$ cat config.mk
export PLATFORM = sky130hd
export DESIGN_NAME = bcn_block_decoder
export DESIGN_NICKNAME = d
export VERILOG_FILES = /design/src/bcn_pkg.sv /design/src/bcn_pixel_pipe.sv /design/src/bcn_block_decoder.sv
export SDC_FILE = /design/constraint.sdc
export NUM_CORES = 2
export LEC_CHECK = 0
export ABC_AREA = 1
export BUFFER_PORTS_ARGS = -buffer_cell sky130_fd_sc_hd__buf_2
export CORE_MARGIN = 4
export CORE_UTILIZATION = 36
export CTS_BUF_LIST = sky130_fd_sc_hd__clkbuf_8
export CTS_CLUSTER_SIZE = 20
export DETAILED_ROUTE_END_ITERATION = 10
export GPL_ROUTABILITY_DRIVEN = 0
export PLACE_DENSITY = 0.49
export SYNTH_ARGS = -nofsm -noshare
export SYNTH_HDL_FRONTEND = slang
export SYNTH_SLANG_ARGS = --single-unit
$ cat constraint.sdc
create_clock -name i_clk -period 24.6 [get_ports i_clk]
set_input_delay 2.46 -clock i_clk [delete_from_list [all_inputs] [get_ports i_clk]]
set_output_delay 2.46 -clock i_clk [all_outputs]
set_load 0.01 [all_outputs]
$ cat src/bcn_pkg.sv
package bcn_pkg;

    // block format codes
    localparam logic [2:0] FMT_BC1 = 3'd0;
    localparam logic [2:0] FMT_BC2 = 3'd1;
    localparam logic [2:0] FMT_BC3 = 3'd2;
    localparam logic [2:0] FMT_BC4 = 3'd3;
    localparam logic [2:0] FMT_BC5 = 3'd4;

    localparam int unsigned PIXELS = 16;
    localparam int unsigned PIX_W  = 4;

    typedef struct packed {
        logic              valid;
        logic [2:0]        fmt;
        logic [PIX_W-1:0]  pix;
        logic [63:0]       lo;
        logic [63:0]       hi;
    } t_pix_req;

    typedef struct packed {
        logic              valid;
        logic [PIX_W-1:0]  index;
        logic [7:0]        red;
        logic [7:0]        green;
        logic [7:0]        blue;
        logic [7:0]        alpha;
        logic              last;
    } t_pixel;

    // 5-bit field to 8 bits with rounding
    function automatic logic [7:0] widen5(input logic [4:0] v);
        logic [12:0] t;
        logic [12:0] s;
        begin
            t = 13'(v) * 13'd255 + 13'd16;
            s = (t >> 5) + t;
            return s[12:5];
        end
    endfunction

    // 6-bit field to 8 bits with rounding
    function automatic logic [7:0] widen6(input logic [5:0] v);
        logic [13:0] t;
        logic [13:0] s;
        begin
            t = 14'(v) * 14'd255 + 14'd32;
            s = (t >> 6) + t;
            return s[13:6];
        end
    endfunction

    // reciprocal multiplies, exact for the ranges used here
    function automatic logic [7:0] div3(input logic [9:0] x);
        logic [20:0] m;
        begin
            m = 21'(x) * 21'd683;
            return m[18:11];
        end
    endfunction

    function automatic logic [7:0] div5(input logic [10:0] x);
        logic [23:0] m;
        begin
            m = 24'(x) * 24'd1639;
            return m[20:13];
        end
    endfunction

    function automatic logic [7:0] div7(input logic [10:0] x);
        logic [24:0] m;
        begin
            m = 25'(x) * 25'd2341;
            return m[21:14];
        end
    endfunction

endpackage

$ cat src/bcn_pixel_pipe.sv
module bcn_pixel_pipe
    import bcn_pkg::*;
(
    input  logic     i_clk,
    input  logic     i_rst_n,
    input  logic     i_en,
    input  t_pix_req i_req,
    output t_pixel   o_pix
);

    typedef enum logic [2:0] {
        SEL_E0,
        SEL_E1,
        SEL_DIV7,
        SEL_DIV5,
        SEL_ZERO,
        SEL_FULL
    } t_chsel;

    typedef struct packed {
        t_chsel      sel;
        logic [7:0]  e0;
        logic [7:0]  e1;
        logic [10:0] num;
    } t_chan;

    typedef struct packed {
        logic [1:0]      idx;
        logic            four;
        logic [2:0][7:0] c0;
        logic [2:0][7:0] c1;
    } t_colour;

    function automatic t_chan chan_prep(input logic [63:0] bits, input logic [PIX_W-1:0] p);
        t_chan      c;
        logic [5:0] pos;
        logic [2:0] k;
        logic [2:0] w0;
        logic [2:0] w1;
        logic       gt;
        begin
            pos  = 6'd16 + 6'(p) * 6'd3;
            k    = bits[pos +: 3];
            c.e0 = bits[7:0];
            c.e1 = bits[15:8];
            gt   = c.e0 > c.e1;
            w1   = k - 3'd1;
            w0   = gt ? 3'(4'd8 - 4'(k)) : 3'(4'd6 - 4'(k));
            c.num = 11'(w0) * 11'(c.e0) + 11'(w1) * 11'(c.e1);
            if (k == 3'd0) begin
                c.sel = SEL_E0;
            end else if (k == 3'd1) begin
                c.sel = SEL_E1;
            end else if (gt) begin
                c.sel = SEL_DIV7;
            end else if (k == 3'd6) begin
                c.sel = SEL_ZERO;
            end else if (k == 3'd7) begin
                c.sel = SEL_FULL;
            end else begin
                c.sel = SEL_DIV5;
            end
            return c;
        end
    endfunction

    function automatic logic [7:0] chan_value(input t_chan c);
        logic [7:0] v;
        begin
            case (c.sel)
                SEL_E0:   v = c.e0;
                SEL_E1:   v = c.e1;
                SEL_DIV7: v = div7(c.num);
                SEL_DIV5: v = div5(c.num);
                SEL_ZERO: v = 8'd0;
                SEL_FULL: v = 8'd255;
                default:  v = 8'd0;
            endcase
            return v;
        end
    endfunction

    function automatic t_colour colour_prep(input logic [63:0] bits, input logic [PIX_W-1:0] p,
                                            input logic force_four);
        t_colour    c;
        logic [5:0] pos;
        logic [15:0] w0;
        logic [15:0] w1;
        begin
            w0     = bits[15:0];
            w1     = bits[31:16];
            pos    = 6'd32 + 6'(p) * 6'd2;
            c.idx  = bits[pos +: 2];
            c.four = force_four || (w0 > w1);
            c.c0[0] = widen5(w0[15:11]);
            c.c0[1] = widen6(w0[10:5]);
            c.c0[2] = widen5(w0[4:0]);
            c.c1[0] = widen5(w1[15:11]);
            c.c1[1] = widen6(w1[10:5]);
            c.c1[2] = widen5(w1[4:0]);
            return c;
        end
    endfunction

    // stage 1: index extraction, endpoint widening, interpolation numerators
    logic             r1_valid;
    logic [2:0]       r1_fmt;
    logic [PIX_W-1:0] r1_index;
    logic [7:0]       r1_alpha4;
    t_colour          r1_col;
    t_chan            r1_cha;
    t_chan            r1_chb;

    always_ff @(posedge i_clk) begin
        if (!i_rst_n) begin
            r1_valid <= 1'b0;
        end else if (i_en) begin
            r1_valid <= i_req.valid;
        end
    end

    always_ff @(posedge i_clk) begin
        if (i_en) begin
            r1_fmt    <= i_req.fmt;
            r1_index  <= i_req.pix;
            r1_alpha4 <= {2{i_req.lo[{i_req.pix, 2'b00} +: 4]}};
            r1_col    <= colour_prep((i_req.fmt == FMT_BC1) ? i_req.lo : i_req.hi, i_req.pix,
                                     i_req.fmt != FMT_BC1);
            r1_cha    <= chan_prep(i_req.lo, i_req.pix);
            r1_chb    <= chan_prep(i_req.hi, i_req.pix);
        end
    end

    // stage 2: divisions and final channel selection
    logic [2:0][7:0] n_rgb;
    logic [7:0]      n_col_alpha;
    logic [7:0]      n_cha;
    logic [7:0]      n_chb;
    t_pixel          n_pix;
    t_pixel          r_pix;

    always_comb begin
        for (int c = 0; c < 3; c++) begin
            case (r1_col.idx)
                2'd0: n_rgb[c] = r1_col.c0[c];
                2'd1: n_rgb[c] = r1_col.c1[c];
                2'd2: n_rgb[c] = r1_col.four
                          ? div3({1'b0, r1_col.c0[c], 1'b0} + 10'(r1_col.c1[c]))
                          : 8'((9'(r1_col.c0[c]) + 9'(r1_col.c1[c])) >> 1);
                default: n_rgb[c] = r1_col.four
                          ? div3(10'(r1_col.c0[c]) + {1'b0, r1_col.c1[c], 1'b0})
                          : 8'd0;
            endcase
        end
        n_col_alpha = (r1_col.idx == 2'd3 && !r1_col.four) ? 8'd0 : 8'd255;
        n_cha = chan_value(r1_cha);
        n_chb = chan_value(r1_chb);

        n_pix.valid = r1_valid;
        n_pix.index = r1_index;
        n_pix.last  = (r1_index == PIX_W'(PIXELS - 1));
        case (r1_fmt)
            FMT_BC1: begin
                n_pix.red   = n_rgb[0];
                n_pix.green = n_rgb[1];
                n_pix.blue  = n_rgb[2];
                n_pix.alpha = n_col_alpha;
            end
            FMT_BC2: begin
                n_pix.red   = n_rgb[0];
                n_pix.green = n_rgb[1];
                n_pix.blue  = n_rgb[2];
                n_pix.alpha = r1_alpha4;
            end
            FMT_BC3: begin
                n_pix.red   = n_rgb[0];
                n_pix.green = n_rgb[1];
                n_pix.blue  = n_rgb[2];
                n_pix.alpha = n_cha;
            end
            FMT_BC4: begin
                n_pix.red   = n_cha;
                n_pix.green = n_cha;
                n_pix.blue  = n_cha;
                n_pix.alpha = 8'd255;
            end
            FMT_BC5: begin
                n_pix.red   = n_cha;
                n_pix.green = n_chb;
                n_pix.blue  = 8'd0;
                n_pix.alpha = 8'd255;
            end
            default: begin
                n_pix.red   = 8'd0;
                n_pix.green = 8'd0;
                n_pix.blue  = 8'd0;
                n_pix.alpha = 8'd0;
            end
        endcase
    end

    always_ff @(posedge i_clk) begin
        if (!i_rst_n) begin
            r_pix.valid <= 1'b0;
        end else if (i_en) begin
            r_pix.valid <= n_pix.valid;
        end
    end

    always_ff @(posedge i_clk) begin
        if (i_en) begin
            r_pix.index <= n_pix.index;
            r_pix.red   <= n_pix.red;
            r_pix.green <= n_pix.green;
            r_pix.blue  <= n_pix.blue;
            r_pix.alpha <= n_pix.alpha;
            r_pix.last  <= n_pix.last;
        end
    end

    assign o_pix = r_pix;

endmodule

$ cat src/bcn_block_decoder.sv
// 4x4 block texture decoder for BC1, BC2, BC3, BC4 and BC5.
// input channel: i_valid / o_stall carries one 16-byte block per request,
//   bytes 0..7 on i_block_low and 8..15 on i_block_high, byte 0 in the low bits
// output channel: o_valid / i_stall carries one RGBA8 pixel per request in
//   raster order, o_texel_pos = row * 4 + column, o_last_pixel on pixel 15
// block_format is written through the APB port at address 0; write it only while idle
//   (not enforced by the block); the value is sampled when a block is taken
// the first pixel of a block passes the block register, the decode register and the
//   output register, then one pixel per cycle while i_stall does not hold the output
// a pixel counter walks the held block one pixel a cycle while the pipe advances; the
//   next block is taken in the cycle pixel 15 leaves the block register, so blocks
//   follow with no gap
// the three stages (block register, decode register, output register) share one
//   advance enable: while i_stall holds the output, the whole pipe freezes
// reset clears the format to BC1 and empties the pipe; no clearing pass is needed
module bcn_block_decoder
    import bcn_pkg::*;
(
    input  logic        i_clk,
    input  logic        i_rst_n,

    input  logic        i_valid,
    output logic        o_stall,
    input  logic [63:0] i_block_low,
    input  logic [63:0] i_block_high,

    output logic        o_valid,
    input  logic        i_stall,
    output logic [3:0]  o_texel_pos,
    output logic [7:0]  o_red,
    output logic [7:0]  o_green,
    output logic [7:0]  o_blue,
    output logic [7:0]  o_alpha,
    output logic        o_last_pixel,

    input  logic        psel,
    input  logic        penable,
    input  logic        pwrite,
    input  logic [2:0]  paddr,
    input  logic [31:0] pwdata,
    output logic [31:0] prdata,
    output logic        pready
);

    localparam logic REG_BLOCK_FORMAT = 1'b0;

    logic             r_busy;
    logic [PIX_W-1:0] r_pix;
    logic [2:0]       r_fmt;
    logic [63:0]      r_lo;
    logic [63:0]      r_hi;
    logic [2:0]       r_block_format;

    logic     adv;
    logic     accept;
    logic     cfg_wr;
    t_pix_req req;
    t_pixel   pix;

    assign adv     = !pix.valid || !i_stall;
    assign o_stall = r_busy && !(adv && r_pix == PIX_W'(PIXELS - 1));
    assign accept  = i_valid && !o_stall;

    assign pready = 1'b1;
    assign cfg_wr = psel && penable && pwrite && pready && (paddr[2] == REG_BLOCK_FORMAT);
    assign prdata = (paddr[2] == REG_BLOCK_FORMAT) ? {29'd0, r_block_format} : 32'd0;

    always_ff @(posedge i_clk) begin
        if (!i_rst_n) begin
            r_busy         <= 1'b0;
            r_pix          <= '0;
            r_block_format <= FMT_BC1;
        end else begin
            if (cfg_wr) begin
                r_block_format <= pwdata[2:0];
            end
            if (accept) begin
                r_busy <= 1'b1;
                r_pix  <= '0;
            end else if (r_busy && adv) begin
                r_pix <= r_pix + 1'b1;
                if (r_pix == PIX_W'(PIXELS - 1)) begin
                    r_busy <= 1'b0;
                end
            end
        end
    end

    always_ff @(posedge i_clk) begin
        if (accept) begin
            r_lo  <= i_block_low;
            r_hi  <= i_block_high;
            r_fmt <= r_block_format;
        end
    end

    assign req.valid = r_busy;
    assign req.fmt   = r_fmt;
    assign req.pix   = r_pix;
    assign req.lo    = r_lo;
    assign req.hi    = r_hi;

    bcn_pixel_pipe u_pipe (
        .i_clk   (i_clk),
        .i_rst_n (i_rst_n),
        .i_en    (adv),
        .i_req   (req),
        .o_pix   (pix)
    );

    assign o_valid       = pix.valid;
    assign o_texel_pos   = pix.index;
    assign o_red         = pix.red;
    assign o_green       = pix.green;
    assign o_blue        = pix.blue;
    assign o_alpha       = pix.alpha;
    assign o_last_pixel  = pix.last;

`ifndef SYNTHESIS
    // a taken block starts at pixel 0
    a_accept_starts: assert property (@(posedge i_clk) disable iff (!i_rst_n)
        accept |=> r_busy && r_pix == '0)
        else $error("block request did not restart pixel walk");

    // no new block while the current one is mid-walk
    a_stall_mid_block: assert property (@(posedge i_clk) disable iff (!i_rst_n)
        r_busy && r_pix != PIX_W'(PIXELS - 1) |-> o_stall)
        else $error("input not stalled while block in progress");

    // walk keeps going until pixel 15 has left
    a_walk_continues: assert property (@(posedge i_clk) disable iff (!i_rst_n)
        r_busy && adv && r_pix != PIX_W'(PIXELS - 1) |=> r_busy && r_pix == $past(r_pix) + 1'b1)
        else $error("pixel walk lost a step");

    // last marker only on pixel 15
    a_last_index: assert property (@(posedge i_clk) disable iff (!i_rst_n)
        o_valid |-> (o_last_pixel == (o_texel_pos == PIX_W'(PIXELS - 1))))
        else $error("last pixel marker mismatch");
`endif

endmodule

==> key figures <==
Status
  • Status: finished clean

Worst setup path
  • Setup crit start kind: register
  • CP Capture Type: register
  • CP max FO: 41
  • Worst path slowest cell: fa_1
  • Crit path from: r_pix[1]$_SDFFE_PP0P_
  • Worst r2r path cells: 30
  • Setup crit end: u_pipe.r1_cha[10]$_DFFE_PN_
  • Crit path DAT: 9.59 ns
  • Worst R2R End: u_pipe.r1_cha[10]$_DFFE_PN_
  • FF-to-FF Start: r_pix[1]$_SDFFE_PP0P_
  • Critical Path RT: 24.99 ns
  • Critical setup path kind: register to register
  • Worst reg2reg setup slack: 15.40 ns
  • Crit-path max cell delay: 0.58 ns

Global route
  • GRT Overall Usage: 0.203
  • Grt total ovfl: 0
  • Vias in the first global route: 41671
  • Largest net degree at the start of global routing: 148
  • Number of antenna violations at the first check in global routing: 3
  • First-pass GRT wire length: 231000 um

Finish
  • Leading cell types in the layout, fill and taps excluded: nand2_1 (1376), inv_1 (1150), ha_1 (930)
  • Share of layout cells above drive strength 1: 0.0562
  • Total Nets Final: 7922
  • Area Overhead vs Synth: 8.01%
  • Commonest non-fill, non-tap cell in the layout: nand2_1
  • Area of the multi-input gates: 35800 um^2
  • FF/Latch Area: 8910 um^2
  • Layout filler cell count: 14179

Logic synthesis
  • Largest area contributor in the netlist: ha_1
  • Syn Inst Count: 6260
  • Ys flop type: edfxtp_1
  • Syn Std Cell Area: 49600 um^2
  • Leading post-synthesis cells by cell area: ha_1 (23%), edfxtp_1 (18%), fa_1 (15%)
  • YS warnings: 0
  • #FFs+latches synth: 300
  • Ys async rst share: 0
  • Yosys top cell area share: 0.235
  • Post-synth cell types: 61
  • Syn_area_per_cell: 7.93 um^2
  • Share of synthesized area occupied by flip-flops and latches: 0.179
  • EDFF count, synth: 290

Floorplan
  • Initial Util: 0.365
  • IO Pins: 242
  • Die ar.: 144000 um^2
  • Die Width: 379 um
  • Die height: 379 um
  • Std cell rows: 135
  • Core area: 136000 um^2

Clock network
  • Worst-path clk slew: 0.07 ns
  • Clock sink count: 300
  • Count of cells resized by post-cts repair: 0
  • Clock buffer depth: 3
  • CTS root buf: clkbuf_8
  • Hold Buf Count CTS: 0
  • Post-CTS Setup Bufs: 0
  • Later-pin clock latency in the skew report: 0.67 ns
  • TritonCTS buffer count: 50
  • CTS H-tree lvls: 2
  • CTS tree: yes

Route
  • Final WL: 145000 um
  • DRC Markers: 0
  • Via density: 5.01
  • Routed Antenna Nets: 0
  • Drt first-iter violations: 2467
  • First-pass DRT Iterations: 6
  • Via count: 41380
  • Avg WL per Cell: 17.6 um

Timing
  • Setup_tns: 0 ns
  • Period utilisation layout: 0.374
  • RSZ-0062 raised after global routing: false
  • Max frequency: 0.109 GHz
  • Max_slew headroom: 0.295
  • Actual slew at the worst max-slew pin: 1.05 ns
  • Final setup fails: 0
  • Final Hold Violating Endpoints: 0
  • Worst clock skew: 0.0285 ns
  • Final slew viol count: 0
  • Period minus WS final: 9.20 ns

Placed design
  • DPL Wire Length: 122000 um
  • I/O Buffers: 180

Hold path
  • Hold WC Path Type: register to register

Job
  • Max Cap Viol: 0
==> layout make-up <==
cell class | instances | share of cell area
Tap cell | 1781 | 0.0416
Sequential cell | 300 | 0.166
Inverter | 1153 | 0.0808
Timing Repair Buffer | 220 | 0.0226
Antenna cell | 2 | 0.0000933
Clock buffer | 50 | 0.0128
Clock inverter | 44 | 0.00905
Multi-Input combinational cell | 4713 | 0.667
==> per-stage QoR <==
step | std cells | hold WS (ns) | area, um^2 | utilization | setup slack (ns)
5_1_grt | 8263 | 0.455 | 53600 | 0.394 | 14.79
6_report | 8263 | 0.441 | 53600 | 0.394 | 15.40
3_3_place_gp | 8167 | 0.418 | 52400 | 0.385 | 15.53
3_5_place_dp | 8167 | 0.422 | 52400 | 0.385 | 15.48
2_1_floorplan | 6290 | 0.408 | 49800 | - | 11.52
4_1_cts | 8261 | 0.441 | 53600 | 0.394 | 15.42
==> Yosys cell counts, types with 46 or more instances <==
cell type / n
inv_1: 1140
fa_1: 383
nor2_1: 320
edfxtp_1: 290
ha_1: 931
a21oi_1: 407
nand4_1: 47
o21ai_0: 258
xor2_1: 127
nand3_1: 376
xnor2_1: 46
nand2_1: 1378
==> how the worst min path moves through the flow <==
| stage | start | end | depth (start not counted) |
|---|---|---|---|
| final | r_block_format[1]$_SDFFE_PN0P_ | r_fmt[1]$_DFFE_PP_ | 0 |
| after global routing | r_block_format[0]$_SDFFE_PN0P_ | r_fmt[0]$_DFFE_PP_ | 0 |
| after CTS | r_block_format[0]$_SDFFE_PN0P_ | r_fmt[0]$_DFFE_PP_ | 0 |
| after detailed placement | r_block_format[2]$_SDFFE_PN0P_ | r_fmt[2]$_DFFE_PP_ | 0 |
| after global placement | r_block_format[2]$_SDFFE_PN0P_ | r_fmt[2]$_DFFE_PP_ | 0 |
| after floorplan | r_block_format[0]$_SDFFE_PN0P_ | r_fmt[0]$_DFFE_PP_ | 0 |
==> layer usage <==
metal / vias up / track usage / share of wire / wire length [um]
met5: - / 0 / 0 / 0
li1: 20877 / - / - / -
met4: 0 / 0.0517 / 0.026 / 3850
met1: 19469 / 0.280 / 0.47 / 68900
met2: 855 / 0.341 / 0.46 / 66900
met3: 179 / 0.0189 / 0.039 / 5690
==> kinds of logic after synthesis <==
family	Yosys count	synth area share
AND/OR/NAND/NOR	2262	0.191
adder cells (fa/ha/maj)	1314	0.389
buffers and inverters	1277	0.103
AO/OA/AOI/OAI	931	0.107
flip-flops	300	0.179
XOR/XNOR	174	0.0309
other	2	0.000151
==> sequential cells by signal, summed over array words and instances (netlist names), 4 cells and up <==
signal            cells
r_hi                 64
r_lo                 64
r_pix                 4
u_pipe.o_pix         38
u_pipe.r1_alpha4      4
u_pipe.r1_cha        30
u_pipe.r1_chb        30
u_pipe.r1_col        51
u_pipe.r1_index       4
==> critical path, delay by kind of cell (launching register included) <==
kind | cells | cell delay (ns)
fa+ha+maj | 9 | 3.73
buf+inv | 8 | 2.17
simple gates | 6 | 1.37
compound gates | 6 | 1.09
flops | 1 | 0.36
xor+xnor | 1 | 0.14
Power is left out: the tool's default activity adds up to more than one toggle a clock period on the data nets, which glitch-free logic cannot reach.
